==> config.mk <==
export PLATFORM = sky130hd
export DESIGN_NAME = button_debounce_press_classifier_core
export DESIGN_NICKNAME = d
export VERILOG_FILES = /design/src/sv/bdpc_pkg.sv /design/src/sv/button_debounce_press_classifier_core.sv
export SDC_FILE = /design/constraint.sdc
export NUM_CORES = 1
export LEC_CHECK = 0
export ABC_AREA = 1
export BUFFER_PORTS_ARGS = -buffer_cell sky130_fd_sc_hd__buf_4
export CORE_MARGIN = 2
export CORE_UTILIZATION = 45
export CTS_CLUSTER_DIAMETER = 120
export DETAILED_ROUTE_END_ITERATION = 8
export SYNTH_ARGS = -nofsm -noshare
export SYNTH_HDL_FRONTEND = slang
export SYNTH_SLANG_ARGS = --single-unit
==> constraint.sdc <==
create_clock -name clk -period 6.24 [get_ports clk]
set_input_delay 0.624 -clock clk [delete_from_list [all_inputs] [get_ports clk]]
set_output_delay 0.624 -clock clk [all_outputs]
set_load 0.01 [all_outputs]
==> src/sv/bdpc_pkg.sv <==
`timescale 1ns / 1ps
`default_nettype none

package bdpc_pkg;

    // Width of every configuration register and of the write data bus.
    localparam int unsigned CFG_WIDTH = 16;

    // Configuration register indexes.
    typedef enum logic [1:0] {
        CFG_DEBOUNCE_TICKS   = 2'd0,
        CFG_SHORT_MAX_TICKS  = 2'd1,
        CFG_LONG_PRESS_TICKS = 2'd2,
        CFG_REPEAT_TICKS     = 2'd3
    } cfg_index_t;

    // Register values after reset.
    localparam logic [CFG_WIDTH-1:0] DEBOUNCE_TICKS_RST   = 16'd15;
    localparam logic [CFG_WIDTH-1:0] SHORT_MAX_TICKS_RST  = 16'd1000;
    localparam logic [CFG_WIDTH-1:0] LONG_PRESS_TICKS_RST = 16'd2000;
    localparam logic [CFG_WIDTH-1:0] REPEAT_TICKS_RST     = 16'd400;

    // One result, packed so that stable_level lands in bit 0.
    typedef struct packed {
        logic repeat_event;
        logic long_event;
        logic short_event;
        logic press_event;
        logic stable_level;
    } result_t;

    localparam int unsigned RESULT_WIDTH = $bits(result_t);
    localparam int unsigned M_DATA_WIDTH = 8;
    localparam int unsigned S_DATA_WIDTH = 8;

endpackage

`default_nettype wire

==> src/sv/button_debounce_press_classifier_core.sv <==
`timescale 1ns / 1ps
`default_nettype none

// Button debouncer and press classifier. Each input transaction is one
// millisecond tick that carries the raw, active-low button level in s_tdata
// bit 0. The block debounces the level (the raw level must stay unchanged for
// debounce_ticks ticks before it is taken as stable) and produces exactly one
// output transaction per input transaction: the debounced level plus press,
// short-press, long-press and auto-repeat event flags for that tick. The
// block takes one transaction per clock cycle while the skid entry is empty:
// all per-tick work is a single layer of counter increments and compares
// between the state registers and the output register or skid register.
// A two-entry output stage (output register plus skid register) lets an input
// transaction be taken while a finished result still waits on m_tready; input
// stalls only once both entries are full. Configuration registers are written
// through cfg_we/cfg_addr/cfg_wdata and must only be changed while the block
// is idle. Tick counters are COUNT_WIDTH bits wide and saturate; a
// long-press or repeat time above the counter maximum makes that event
// never fire, and a short-press maximum above it marks every release short.
module button_debounce_press_classifier_core #(
    parameter int unsigned COUNT_WIDTH = 16
) (
    input  wire logic                                  clk,
    input  wire logic                                  rst_n,
    // Configuration write port.
    input  wire logic                                  cfg_we,
    input  wire bdpc_pkg::cfg_index_t                  cfg_addr,
    input  wire logic [bdpc_pkg::CFG_WIDTH-1:0]        cfg_wdata,
    // Input stream. s_tdata: bit 0 pin_level, bits 7:1 zero.
    input  wire logic                                  s_tvalid,
    output logic                                       s_tready,
    input  wire logic [bdpc_pkg::S_DATA_WIDTH-1:0]     s_tdata,
    // Output stream. m_tdata: bit 0 stable_level, bit 1 press_event,
    // bit 2 short_event, bit 3 long_event, bit 4 repeat_event, bits 7:5 zero.
    output logic                                       m_tvalid,
    input  wire logic                                  m_tready,
    output logic [bdpc_pkg::M_DATA_WIDTH-1:0]          m_tdata
);

    import bdpc_pkg::*;

    // Compare width holds both a counter and a register with a spare bit,
    // so both extensions below always have a positive width.
    localparam int unsigned CMP_WIDTH =
        ((COUNT_WIDTH > CFG_WIDTH) ? COUNT_WIDTH : CFG_WIDTH) + 1;
    localparam logic [COUNT_WIDTH-1:0] CNT_MAX = '1;

    // Configuration registers.
    logic [CFG_WIDTH-1:0] debounce_ticks_reg;
    logic [CFG_WIDTH-1:0] short_max_ticks_reg;
    logic [CFG_WIDTH-1:0] long_press_ticks_reg;
    logic [CFG_WIDTH-1:0] repeat_ticks_reg;

    // Per-tick state.
    logic                   sampled_level_reg, sampled_level_next;
    logic                   stable_level_reg, stable_level_next;
    logic                   settling_reg, settling_next;
    logic [COUNT_WIDTH-1:0] settle_count_reg, settle_count_next;
    logic [COUNT_WIDTH-1:0] hold_count_reg, hold_count_next;
    logic [COUNT_WIDTH-1:0] repeat_count_reg, repeat_count_next;
    logic                   long_armed_reg, long_armed_next;
    logic                   repeat_armed_reg, repeat_armed_next;

    // Output stage.
    logic    out_valid_reg, out_valid_next;
    result_t out_data_reg, out_data_next;
    logic    skid_valid_reg, skid_valid_next;
    result_t skid_data_reg, skid_data_next;

    logic    in_accept;
    logic    out_free;
    logic    pin_level;
    result_t result;

    logic [COUNT_WIDTH-1:0] hold_inc;
    logic [COUNT_WIDTH-1:0] repeat_inc;

    // Widen a counter or a register for comparison.
    function automatic logic [CMP_WIDTH-1:0] cnt_ext(input logic [COUNT_WIDTH-1:0] v);
        cnt_ext = {{(CMP_WIDTH - COUNT_WIDTH){1'b0}}, v};
    endfunction

    function automatic logic [CMP_WIDTH-1:0] cfg_ext(input logic [CFG_WIDTH-1:0] v);
        cfg_ext = {{(CMP_WIDTH - CFG_WIDTH){1'b0}}, v};
    endfunction

    assign pin_level = s_tdata[0];
    assign s_tready  = ~skid_valid_reg;
    assign in_accept = s_tvalid & s_tready;
    assign out_free  = ~out_valid_reg | m_tready;

    assign m_tvalid = out_valid_reg;
    assign m_tdata  = {{(M_DATA_WIDTH - RESULT_WIDTH){1'b0}}, out_data_reg};

    // Configuration writes.
    always_ff @(posedge clk or negedge rst_n)
    begin
        if (!rst_n)
        begin
            debounce_ticks_reg   <= DEBOUNCE_TICKS_RST;
            short_max_ticks_reg  <= SHORT_MAX_TICKS_RST;
            long_press_ticks_reg <= LONG_PRESS_TICKS_RST;
            repeat_ticks_reg     <= REPEAT_TICKS_RST;
        end
        else if (cfg_we)
        begin
            case (cfg_addr)
                CFG_DEBOUNCE_TICKS:   debounce_ticks_reg   <= cfg_wdata;
                CFG_SHORT_MAX_TICKS:  short_max_ticks_reg  <= cfg_wdata;
                CFG_LONG_PRESS_TICKS: long_press_ticks_reg <= cfg_wdata;
                CFG_REPEAT_TICKS:     repeat_ticks_reg     <= cfg_wdata;
                default: ;
            endcase
        end
    end

    // One tick of debounce and classification.
    always_comb
    begin
        hold_inc   = (hold_count_reg == CNT_MAX) ? CNT_MAX : hold_count_reg + 1'b1;
        repeat_inc = (repeat_count_reg == CNT_MAX) ? CNT_MAX : repeat_count_reg + 1'b1;

        sampled_level_next = sampled_level_reg;
        stable_level_next  = stable_level_reg;
        settling_next      = settling_reg;
        settle_count_next  = settle_count_reg;
        hold_count_next    = hold_inc;
        repeat_count_next  = repeat_inc;
        long_armed_next    = long_armed_reg;
        repeat_armed_next  = repeat_armed_reg;
        result             = '0;

        // Any raw change restarts the settle count.
        if (pin_level != sampled_level_reg)
        begin
            sampled_level_next = pin_level;
            settling_next      = 1'b1;
            settle_count_next  = '0;
        end
        else if (settling_reg)
        begin
            settle_count_next = (settle_count_reg == CNT_MAX) ? CNT_MAX
                                                              : settle_count_reg + 1'b1;
        end

        if (settling_next &&
            (cnt_ext(settle_count_next) >= cfg_ext(debounce_ticks_reg)))
        begin
            stable_level_next = sampled_level_next;
            settling_next     = 1'b0;
        end

        // The previous debounced level is always the registered one, so an
        // edge is simply a change of the debounced level in this tick.
        if (stable_level_next != stable_level_reg)
        begin
            if (!stable_level_next)
            begin
                result.press_event = 1'b1;
                long_armed_next    = 1'b1;
                repeat_armed_next  = 1'b1;
                hold_count_next    = '0;
                repeat_count_next  = '0;
            end
            else
            begin
                result.short_event =
                    (cnt_ext(hold_inc) <= cfg_ext(short_max_ticks_reg));
                long_armed_next    = 1'b0;
                repeat_armed_next  = 1'b0;
            end
        end

        if (long_armed_next &&
            (cnt_ext(hold_count_next) >= cfg_ext(long_press_ticks_reg)))
        begin
            result.long_event = 1'b1;
            long_armed_next   = 1'b0;
        end

        if (repeat_armed_next &&
            (cnt_ext(repeat_count_next) >= cfg_ext(repeat_ticks_reg)))
        begin
            result.repeat_event = 1'b1;
            repeat_count_next   = '0;
        end

        result.stable_level = stable_level_next;
    end

    // State advances only on an accepted tick.
    always_ff @(posedge clk or negedge rst_n)
    begin
        if (!rst_n)
        begin
            sampled_level_reg <= 1'b1;
            stable_level_reg  <= 1'b1;
            settling_reg      <= 1'b0;
            settle_count_reg  <= '0;
            hold_count_reg    <= '0;
            repeat_count_reg  <= '0;
            long_armed_reg    <= 1'b0;
            repeat_armed_reg  <= 1'b0;
        end
        else if (in_accept)
        begin
            sampled_level_reg <= sampled_level_next;
            stable_level_reg  <= stable_level_next;
            settling_reg      <= settling_next;
            settle_count_reg  <= settle_count_next;
            hold_count_reg    <= hold_count_next;
            repeat_count_reg  <= repeat_count_next;
            long_armed_reg    <= long_armed_next;
            repeat_armed_reg  <= repeat_armed_next;
        end
    end

    // Output register with skid entry. The skid entry fills only when a
    // result arrives while the output register is held by the sink.
    always_comb
    begin
        out_valid_next  = out_valid_reg;
        out_data_next   = out_data_reg;
        skid_valid_next = skid_valid_reg;
        skid_data_next  = skid_data_reg;

        if (out_free)
        begin
            if (skid_valid_reg)
            begin
                out_valid_next  = 1'b1;
                out_data_next   = skid_data_reg;
                skid_valid_next = 1'b0;
            end
            else
            begin
                out_valid_next = in_accept;
                out_data_next  = result;
            end
        end
        else if (in_accept)
        begin
            skid_valid_next = 1'b1;
            skid_data_next  = result;
        end
    end

    always_ff @(posedge clk or negedge rst_n)
    begin
        if (!rst_n)
        begin
            out_valid_reg  <= 1'b0;
            skid_valid_reg <= 1'b0;
        end
        else
        begin
            out_valid_reg  <= out_valid_next;
            skid_valid_reg <= skid_valid_next;
        end
    end

    always_ff @(posedge clk)
    begin
        out_data_reg  <= out_data_next;
        skid_data_reg <= skid_data_next;
    end

endmodule

`default_nettype wire
==> load_flow_metrics.sql, run 1 <==
INSERT INTO impl_metrics (metric_group, metric, value, unit) VALUES
('timing', 'setup_repair_after_global_routing_missed_its_margin', 'false', ''),
('status', 'outcome', 'complete, no violations', ''),
('worst_setup_path', 'slowest_stage', 'sky130_fd_sc_hd__dfrtp_1', ''),
('logic_synthesis', 'mappedNetlistArea', '8150', 'µm²'),
('grt', 'vias_in_the_first_global_route', '6057', ''),
('floorplanning', 'coreArea', '17800', 'µm²'),
('timing', 'timing.final.setup_violations', '0', ''),
('cts', 'depth_of_the_cts_h_tree', '4', ''),
('drt', 'dr.pass1.iters', '5', ''),
('grt', 'grtUsageTotal', '0.189', ''),
('floorplanning', 'floorplan.io_pins', '41', ''),
('final_layout', 'final_net_count', '1203', ''),
('worst_setup_path', 'critPathBufInv', '4', ''),
('cts', 'postCtsSetupRepairBufs', '0', ''),
('placed_design', 'place.gp.congestion', '0.808', ''),
('floorplanning', 'placementRows', '49', ''),
('worst_setup_path', 'kind_of_capture_point_of_the_worst_setup_path', 'register', ''),
('logic_synthesis', 'ys_warn_count', '0', ''),
('worst_setup_path', 'critical_path_most_common_cell', 'sky130_fd_sc_hd__nand2_1', ''),
('cts', 'clk_pin_slew', '0.06', 'ns'),
('worst_setup_path', 'path_class', 'register to register', ''),
('final_layout', 'postLayoutCoreUtil', '0.513', ''),
('final_layout', 'antenna_cells', '0', ''),
('cts', 'cts.hold.buffers_added', '0', ''),
('cts', 'cts_resized', '0', ''),
('timing', 'final-max-slew-violation-count', '0', ''),
('worst_setup_path', 'path_delay_family', 'simple AND/OR/NAND/NOR gates', ''),
('timing', 'finalSetupTns', '0', 'ns'),
('timing', 'minimum_clock_period', '5.60', 'ns'),
('cts', 'worstSkewPairLatency', '0.42', 'ns'),
('final_layout', 'final_cell_area', '9160', 'µm²'),
('floorplanning', 'floorplan.die.width', '139', 'µm'),
('worst_setup_path', 'reg2reg_depth', '33', ''),
('timing', 'slew-limit-headroom', '0.310', ''),
('worst_setup_path', 'critical_path.reg2reg.endpoint', 'long_armed_reg$_DFFE_PN0P_', ''),
('placed_design', 'port-buffer-count', '30', ''),
('drt', 'drt-total-wl', '17.8', 'mm'),
('final_layout', 'final.fill_count', '1735', ''),
('logic_synthesis', 'postSynthCellCount', '1082', ''),
('cts', 'clock_sink_count', '129', ''),
('placed_design', 'placement.cell_area', '8520', 'µm²'),
('worst_setup_path', 'reg2reg_setup_slack', '0.64', 'ns'),
('worst_setup_path', 'r2r-start', 'settle_count_reg[0]$_DFFE_PN0P_', ''),
('power_and_ir_drop', 'cellLeakagePower', '4.94', 'nW'),
('power_and_ir_drop', 'power_density', '308', 'nW/µm²'),
('cts', 'numCtsBuffers', '17', ''),
('final_layout', 'layout.cells.non_filler', '1344', ''),
('placed_design', 'final_hpwl_dp', '12.7', 'mm'),
('placed_design', 'dpl_worst_slack', '0.566', 'ns'),
('drt', 'via_count', '6648', ''),
('final_layout', 'area_growth', '12.3', '%'),
('timing', 'finalCritPeriodShare', '0.897', ''),
('drt', 'detail_route.wl_per_cell', '13.2', 'µm'),
('worst_setup_path', 'worstPathRequired', '6.51', 'ns'),
('logic_synthesis', 'synth.avg_cell_area', '7.53', 'µm²'),
('timing', 'fin_ws', '0.640', 'ns'),
('worst_setup_path', 'worstSetupStartpointType', 'register', ''),
('grt', 'wire_length_of_the_first_global_routing_pass', '29.4', 'mm'),
('logic_synthesis', 'synth.lib_cells_used.distinct', '46', ''),
('final_layout', 'multi_input_comb_area', '4020', 'µm²'),
('min_path', 'hold_path_class', 'input port to asynchronous set/reset pin', ''),
('timing', 'hold_violations', '0', ''),
('cts', 'clk_path_buf_depth', '2', ''),
('floorplanning', 'chipHeight', '139', 'µm'),
('timing', 'timing.fmax', '179', 'MHz'),
('timing', 'skew', '0.0121', 'ns'),
('logic_synthesis', 'synthesized_flop_and_latch_total', '129', ''),
('worst_setup_path', 'critPathArrivalTime', '5.87', 'ns'),
('drt', 'via_per_inst', '4.95', ''),
('grt', 'initial_antenna_violation_count', '0', ''),
('final_layout', 'drive_gt1_frac', '0.125', '');
synthesized netlist by cell type, drive strengths merged:
library cell  instances  area [µm²]
dfrtp                98        2450
a31oi                 2        12.5
clkbuf               22        82.6
o211ai                4        30.0
nand3                49         298
inv                 182         683
o21ai               120         616
nand2               330        1270
nand3b                3        26.3
dfstp                21         552
nor2                 61         254
or3                   1        6.26
a21oi                41         205
buf                  13        91.3
xor2                 10        87.6
clkinv                1        3.75
o22ai                 1        6.26
nand4                10        68.8
a41o                  1        10.0
nor4                  1        6.26
ha                   70         876
and2                  1        6.26
xnor2                 3        26.3
nor3                 14        96.4
or2                  11        68.8
edfxtp               10         300
conb                  1        3.75
a211oi                1        7.51
power by group:
group	internal [mW]	switching (mW)	total, mW
registers	0.984	0.0761	1.06
clock network	0.649	0.386	1.03
logic	0.250	0.475	0.725
cell usage in the layout (no fill, tap or decap), types with 2 or more instances in the layout:
| master | instances |
|---|---|
| sky130_fd_sc_hd__xnor2_1 | 3 |
| sky130_fd_sc_hd__buf_4 | 33 |
| sky130_fd_sc_hd__nor2_4 | 2 |
| sky130_fd_sc_hd__nand3b_1 | 2 |
| sky130_fd_sc_hd__or2_2 | 7 |
| sky130_fd_sc_hd__inv_1 | 176 |
| sky130_fd_sc_hd__conb_1 | 3 |
| sky130_fd_sc_hd__a21oi_1 | 41 |
| sky130_fd_sc_hd__dfrtp_1 | 98 |
| sky130_fd_sc_hd__edfxtp_1 | 10 |
| sky130_fd_sc_hd__nand4_1 | 9 |
| sky130_fd_sc_hd__nor2_1 | 55 |
| sky130_fd_sc_hd__nand2_2 | 12 |
| sky130_fd_sc_hd__bufinv_16 | 3 |
| sky130_fd_sc_hd__a31oi_1 | 2 |
| sky130_fd_sc_hd__o21ai_0 | 101 |
| sky130_fd_sc_hd__nand3_1 | 39 |
| sky130_fd_sc_hd__ha_1 | 70 |
| sky130_fd_sc_hd__xor2_1 | 10 |
| sky130_fd_sc_hd__o211ai_1 | 4 |
| sky130_fd_sc_hd__o21ai_2 | 4 |
| sky130_fd_sc_hd__nand3_4 | 2 |
| sky130_fd_sc_hd__o21ai_1 | 15 |
| sky130_fd_sc_hd__or2_1 | 2 |
| sky130_fd_sc_hd__clkbuf_8 | 2 |
| sky130_fd_sc_hd__nor3_1 | 10 |
| sky130_fd_sc_hd__nor2_2 | 4 |
| sky130_fd_sc_hd__inv_2 | 6 |
| sky130_fd_sc_hd__nand2_1 | 317 |
| sky130_fd_sc_hd__nand3_2 | 9 |
| sky130_fd_sc_hd__or2_0 | 2 |
| sky130_fd_sc_hd__clkinv_4 | 3 |
| sky130_fd_sc_hd__clkinvlp_4 | 2 |
| sky130_fd_sc_hd__dfstp_2 | 21 |
| sky130_fd_sc_hd__clkbuf_16 | 17 |
| sky130_fd_sc_hd__clkinv_2 | 4 |
| sky130_fd_sc_hd__nor3_2 | 3 |
metal layers:
metal / track usage / vias to the layer above / wire length (µm)
met4: 0.0612 / 0 / 291
li1: - / 3471 / -
met2: 0.287 / 91 / 7820
met1: 0.275 / 3064 / 9060
met5: 0 / - / 0
met3: 0.0342 / 22 / 595
cell type report:
type	count	share of cell area
tap	229	0.0313
multi-input combinational	738	0.439
clock inverter	13	0.0175
inverter	183	0.0750
clock buffer	19	0.0495
timing repair buffer	33	0.0271
sequential	129	0.361
worst max-delay path by stage:
stage                                          from                    endpoint  slack, ns  cells past startpoint
floorplan                                s_tdata[0]  skid_data_reg[4]$_DFFE_PP_       1.54                     33
global placement    settle_count_reg[0]$_DFFE_PN0P_  skid_data_reg[4]$_DFFE_PP_       0.58                     32
detailed placement  settle_count_reg[0]$_DFFE_PN0P_  skid_data_reg[3]$_DFFE_PP_       0.57                     31
CTS                 settle_count_reg[0]$_DFFE_PN0P_  skid_data_reg[4]$_DFFE_PP_       0.53                     32
global route        settle_count_reg[0]$_DFFE_PN0P_  long_armed_reg$_DFFE_PN0P_       0.06                     33
finish              settle_count_reg[0]$_DFFE_PN0P_  long_armed_reg$_DFFE_PN0P_       0.64                     33
logic make-up (layout without fill, tap and decap cells):
family / count (synthesis) / count (layout) / share of synthesized area
flops: 129 / 129 / 0.405
simple gates: 481 / 482 / 0.258
buf+inv: 218 / 248 / 0.106
fa+ha+maj: 70 / 70 / 0.107
other cells: 1 / 3 / 0.000460
xor+xnor: 13 / 13 / 0.0140
compound gates: 170 / 170 / 0.109
worst register-to-register path: cells and delay by family (launching register included):
| family | cells | cell delay [ns] |
|---|---|---|
| buffers and inverters | 4 | 0.48 |
| AOI/OAI and AO/OA | 5 | 1.00 |
| DFF | 1 | 0.40 |
| adders and majority gates | 4 | 1.07 |
| and+or+nand+nor | 20 | 2.50 |
Note: power is estimated with default switching activity, not from simulation.
==> run 2: changes to the inputs <==
- RECOVER_POWER: default -> 50
==> load_flow_metrics.sql, run 2 (synthesized netlist as in run 1, its figures left out) <==
INSERT INTO impl_metrics (metric_group, metric, value, unit) VALUES
('timing', 'minimum_clock_period', '5.60', 'ns'),
('floorplanning', 'floorplan.initialDensity', '0.457', ''),
('timing', 'timing.hold.ws', '0.427', 'ns'),
('power_and_ir_drop', 'seqPwrFrac', '0.377', ''),
('timing', 'slew-limit-headroom', '-0.590', ''),
('worst_setup_path', 'path_class', 'register to register', ''),
('final_layout', 'area_growth', '11.9', '%'),
('cts', 'root_buffer', 'sky130_fd_sc_hd__clkbuf_16', ''),
('final_layout', 'layout_commonest_cell', 'sky130_fd_sc_hd__nand2_1', ''),
('drt', 'drt_first_iter_violations', '393', ''),
('cts', 'clk_path_buf_depth', '2', ''),
('worst_setup_path', 'critical_path.max_stage_delay', '0.40', 'ns'),
('grt', 'grt_remaining_overflow', '0', ''),
('drt', 'via_per_inst', '4.95', ''),
('drt', 'dr_wl_met3', '551', 'µm'),
('power_and_ir_drop', 'cellLeakagePower', '4.91', 'nW'),
('timing', 'finalSetupTns', '0', 'ns'),
('final_layout', 'drive_gt1_frac', '0.117', ''),
('floorplanning', 'floorplan.die.width', '139', 'µm'),
('floorplanning', 'chipHeight', '139', 'µm'),
('cts', 'tritoncts', 'built', ''),
('drt', 'detail_route.wl_per_cell', '13.2', 'µm'),
('grt', 'wire_length_of_the_first_global_routing_pass', '29.4', 'mm'),
('placed_design', 'place.gp.congestion', '0.808', ''),
('worst_setup_path', 'worstSetupStartpointType', 'register', ''),
('drt', 'total_met2_wirelength_after_detailed_routing', '7.84', 'mm'),
('final_layout', 'final_net_count', '1203', ''),
('timing', 'skew', '0.0121', 'ns'),
('cts', 'numCtsBuffers', '17', ''),
('drt', 'dr.pass1.iters', '5', ''),
('worst_setup_path', 'critPathArrivalTime', '5.87', 'ns'),
('status', 'outcome', 'finished with violations', ''),
('drt', 'met1_length', '9.11', 'mm'),
('power_and_ir_drop', 'p_sw', '0.938', 'mW'),
('worst_setup_path', 'kind_of_capture_point_of_the_worst_setup_path', 'register', ''),
('worst_setup_path', 'critical_path_most_common_cell', 'sky130_fd_sc_hd__nand2_1', ''),
('cts', 'cts.hold.buffers_added', '0', ''),
('worst_setup_path', 'worstPathRequired', '6.52', 'ns'),
('cts', 'postCtsSetupRepairBufs', '0', ''),
('power_and_ir_drop', 'power_frac_comb', '0.255', ''),
('grt', 'grtUsageTotal', '0.189', ''),
('timing', 'hold_violations', '0', ''),
('worst_setup_path', 'r2r-start', 'settle_count_reg[0]$_DFFE_PN0P_', ''),
('final_layout', 'final.fill_count', '1747', ''),
('cts', 'worstSkewPairLatency', '0.42', 'ns'),
('grt', 'initial_antenna_violation_count', '0', ''),
('placed_design', 'final_hpwl_dp', '12.7', 'mm'),
('worst_setup_path', 'critical_path.endpoint', 'long_armed_reg$_DFFE_PN0P_', ''),
('timing', 'timing.final.setup_violations', '0', ''),
('drt', 'drt-total-wl', '17.8', 'mm'),
('worst_setup_path', 'reg2reg_setup_slack', '0.64', 'ns'),
('power_and_ir_drop', 'vdd_drop_max', '0.196', 'mV'),
('cts', 'depth_of_the_cts_h_tree', '4', ''),
('timing', 'timing.fmax', '179', 'MHz'),
('worst_setup_path', 'timing.critical_path.fanout_max', '18', ''),
('worst_setup_path', 'reg2reg_depth', '33', ''),
('status', 'failed_checks', 'capacitance limit, slew limit', ''),
('cts', 'clk_pin_slew', '0.06', 'ns'),
('power_and_ir_drop', 'power_density', '309', 'nW/µm²'),
('placed_design', 'port-buffer-count', '30', ''),
('cts', 'clock_sink_count', '129', ''),
('floorplanning', 'floorplan.io_pins', '41', ''),
('grt', 'vias_in_the_first_global_route', '6057', ''),
('drt', 'ant_nets', '0', ''),
('timing', 'setup_repair_after_global_routing_missed_its_margin', 'false', ''),
('run', 'drv_cap', '2', ''),
('floorplanning', 'coreArea', '17800', 'µm²'),
('timing', 'finalCritPeriodShare', '0.897', ''),
('floorplanning', 'fp.dieArea', '19200', 'µm²'),
('power_and_ir_drop', 'internal-power', '1.88', 'mW'),
('drt', 'highest-signal-layer', 'met4', ''),
('worst_setup_path', 'slowest_stage', 'sky130_fd_sc_hd__dfrtp_1', ''),
('drt', 'via_count', '6657', ''),
('final_layout', 'antenna_cells', '0', ''),
('worst_setup_path', 'critical_path.reg2reg.endpoint', 'long_armed_reg$_DFFE_PN0P_', ''),
('worst_setup_path', 'startpoint', 'settle_count_reg[0]$_DFFE_PN0P_', ''),
('timing', 'tightestPinTransition', '2.39', 'ns'),
('grt', 'grt_start_max_net_pins', '79', ''),
('floorplanning', 'placementRows', '49', ''),
('power_and_ir_drop', 'switching_share', '0.333', ''),
('power_and_ir_drop', 'share_clk_of_total_power', '0.368', ''),
('min_path', 'hold_path_class', 'input port to register', ''),
('drt', 'drc', '0', ''),
('final_layout', 'final_cell_mix', '317 x sky130_fd_sc_hd__nand2_1, 176 x sky130_fd_sc_hd__inv_1, 101 x sky130_fd_sc_hd__o21ai_0', ''),
('timing', 'final-max-slew-violation-count', '122', '');
## run 2: cell count changes in the layout (fill, tap and decap cells not counted), sizes merged
cell / delta
buf: -10
clkbuf: +10
## run 2: power groups by stage
stage | Combinational (mW) | Sequential (mW) | Clock, mW
CTS | 0.708 | 1.06 | 1.06
floorplan | 0.536 | 1.06 | 0
global placement | 0.687 | 1.07 | 0
global route | 0.849 | 1.08 | 1.09
detailed placement | 0.701 | 1.07 | 0
finish | 0.719 | 1.06 | 1.04
## run 2: per-stage QoR
stage	cells	worst slack, ns	area [µm²]	util	power, mW
2_1_floorplan	1084	1.54	8160	-	1.59
3_3_place_gp	1311	0.579	8520	0.478	1.76
3_5_place_dp	1311	0.566	8520	0.478	1.77
4_1_cts	1343	0.526	9130	0.512	2.83
5_1_grt	1344	0.0574	9120	0.511	3.02
6_report	1344	0.643	9120	0.511	2.81
## run 2: how the worst min path moves through the flow
stage | start | endpoint | slack [ns] | cells after the start
3_5_place_dp | short_max_ticks_reg[1]$_DFFE_PN0P_ | short_max_ticks_reg[1]$_DFFE_PN0P_ | 0.47 | 2
4_1_cts | rst_n | hold_count_reg[5]$_DFFE_PN0P_ | 0.21 | 1
3_3_place_gp | debounce_ticks_reg[7]$_DFFE_PN0P_ | debounce_ticks_reg[7]$_DFFE_PN0P_ | 0.47 | 2
6_report | s_tvalid | m_tvalid$_DFFE_PN0N_ | 0.43 | 3
5_1_grt | s_tvalid | m_tvalid$_DFFE_PN0N_ | 0.44 | 3
2_1_floorplan | rst_n | debounce_ticks_reg[10]$_DFFE_PN0P_ | 0.33 | 0
## run 2: area by class of cell
cell class	instances	area [µm²]	share of cell area
tap	229	287	0.0314
inverter	183	687	0.0753
multi-input combinational	738	4020	0.441
timing repair buffer	33	211	0.0232
sequential	129	3300	0.362
clock inverter	13	160	0.0176
clock buffer	19	453	0.0497
## run 2: repair_timing
action                                 4_1_cts  5_1_grt
resized for setup                            0        2
setup endpoints to repair                    0       16
endpoints found under the hold margin        0        0
## run 2: critical path: cells and delay by family, from the launching register on
kind                       cells  cell delay (ns)
buffers and inverters          4             0.48
DFF                            1             0.40
adders and majority gates      4             1.07
and+or+nand+nor               20             2.49
AOI/OAI and AO/OA              5             1.00
## run 2: per-layer routing
layer	track usage	vias up
met5	0	-
li1	-	3474
met4	0.0612	0
met1	0.275	3076
met3	0.0342	24
met2	0.287	83
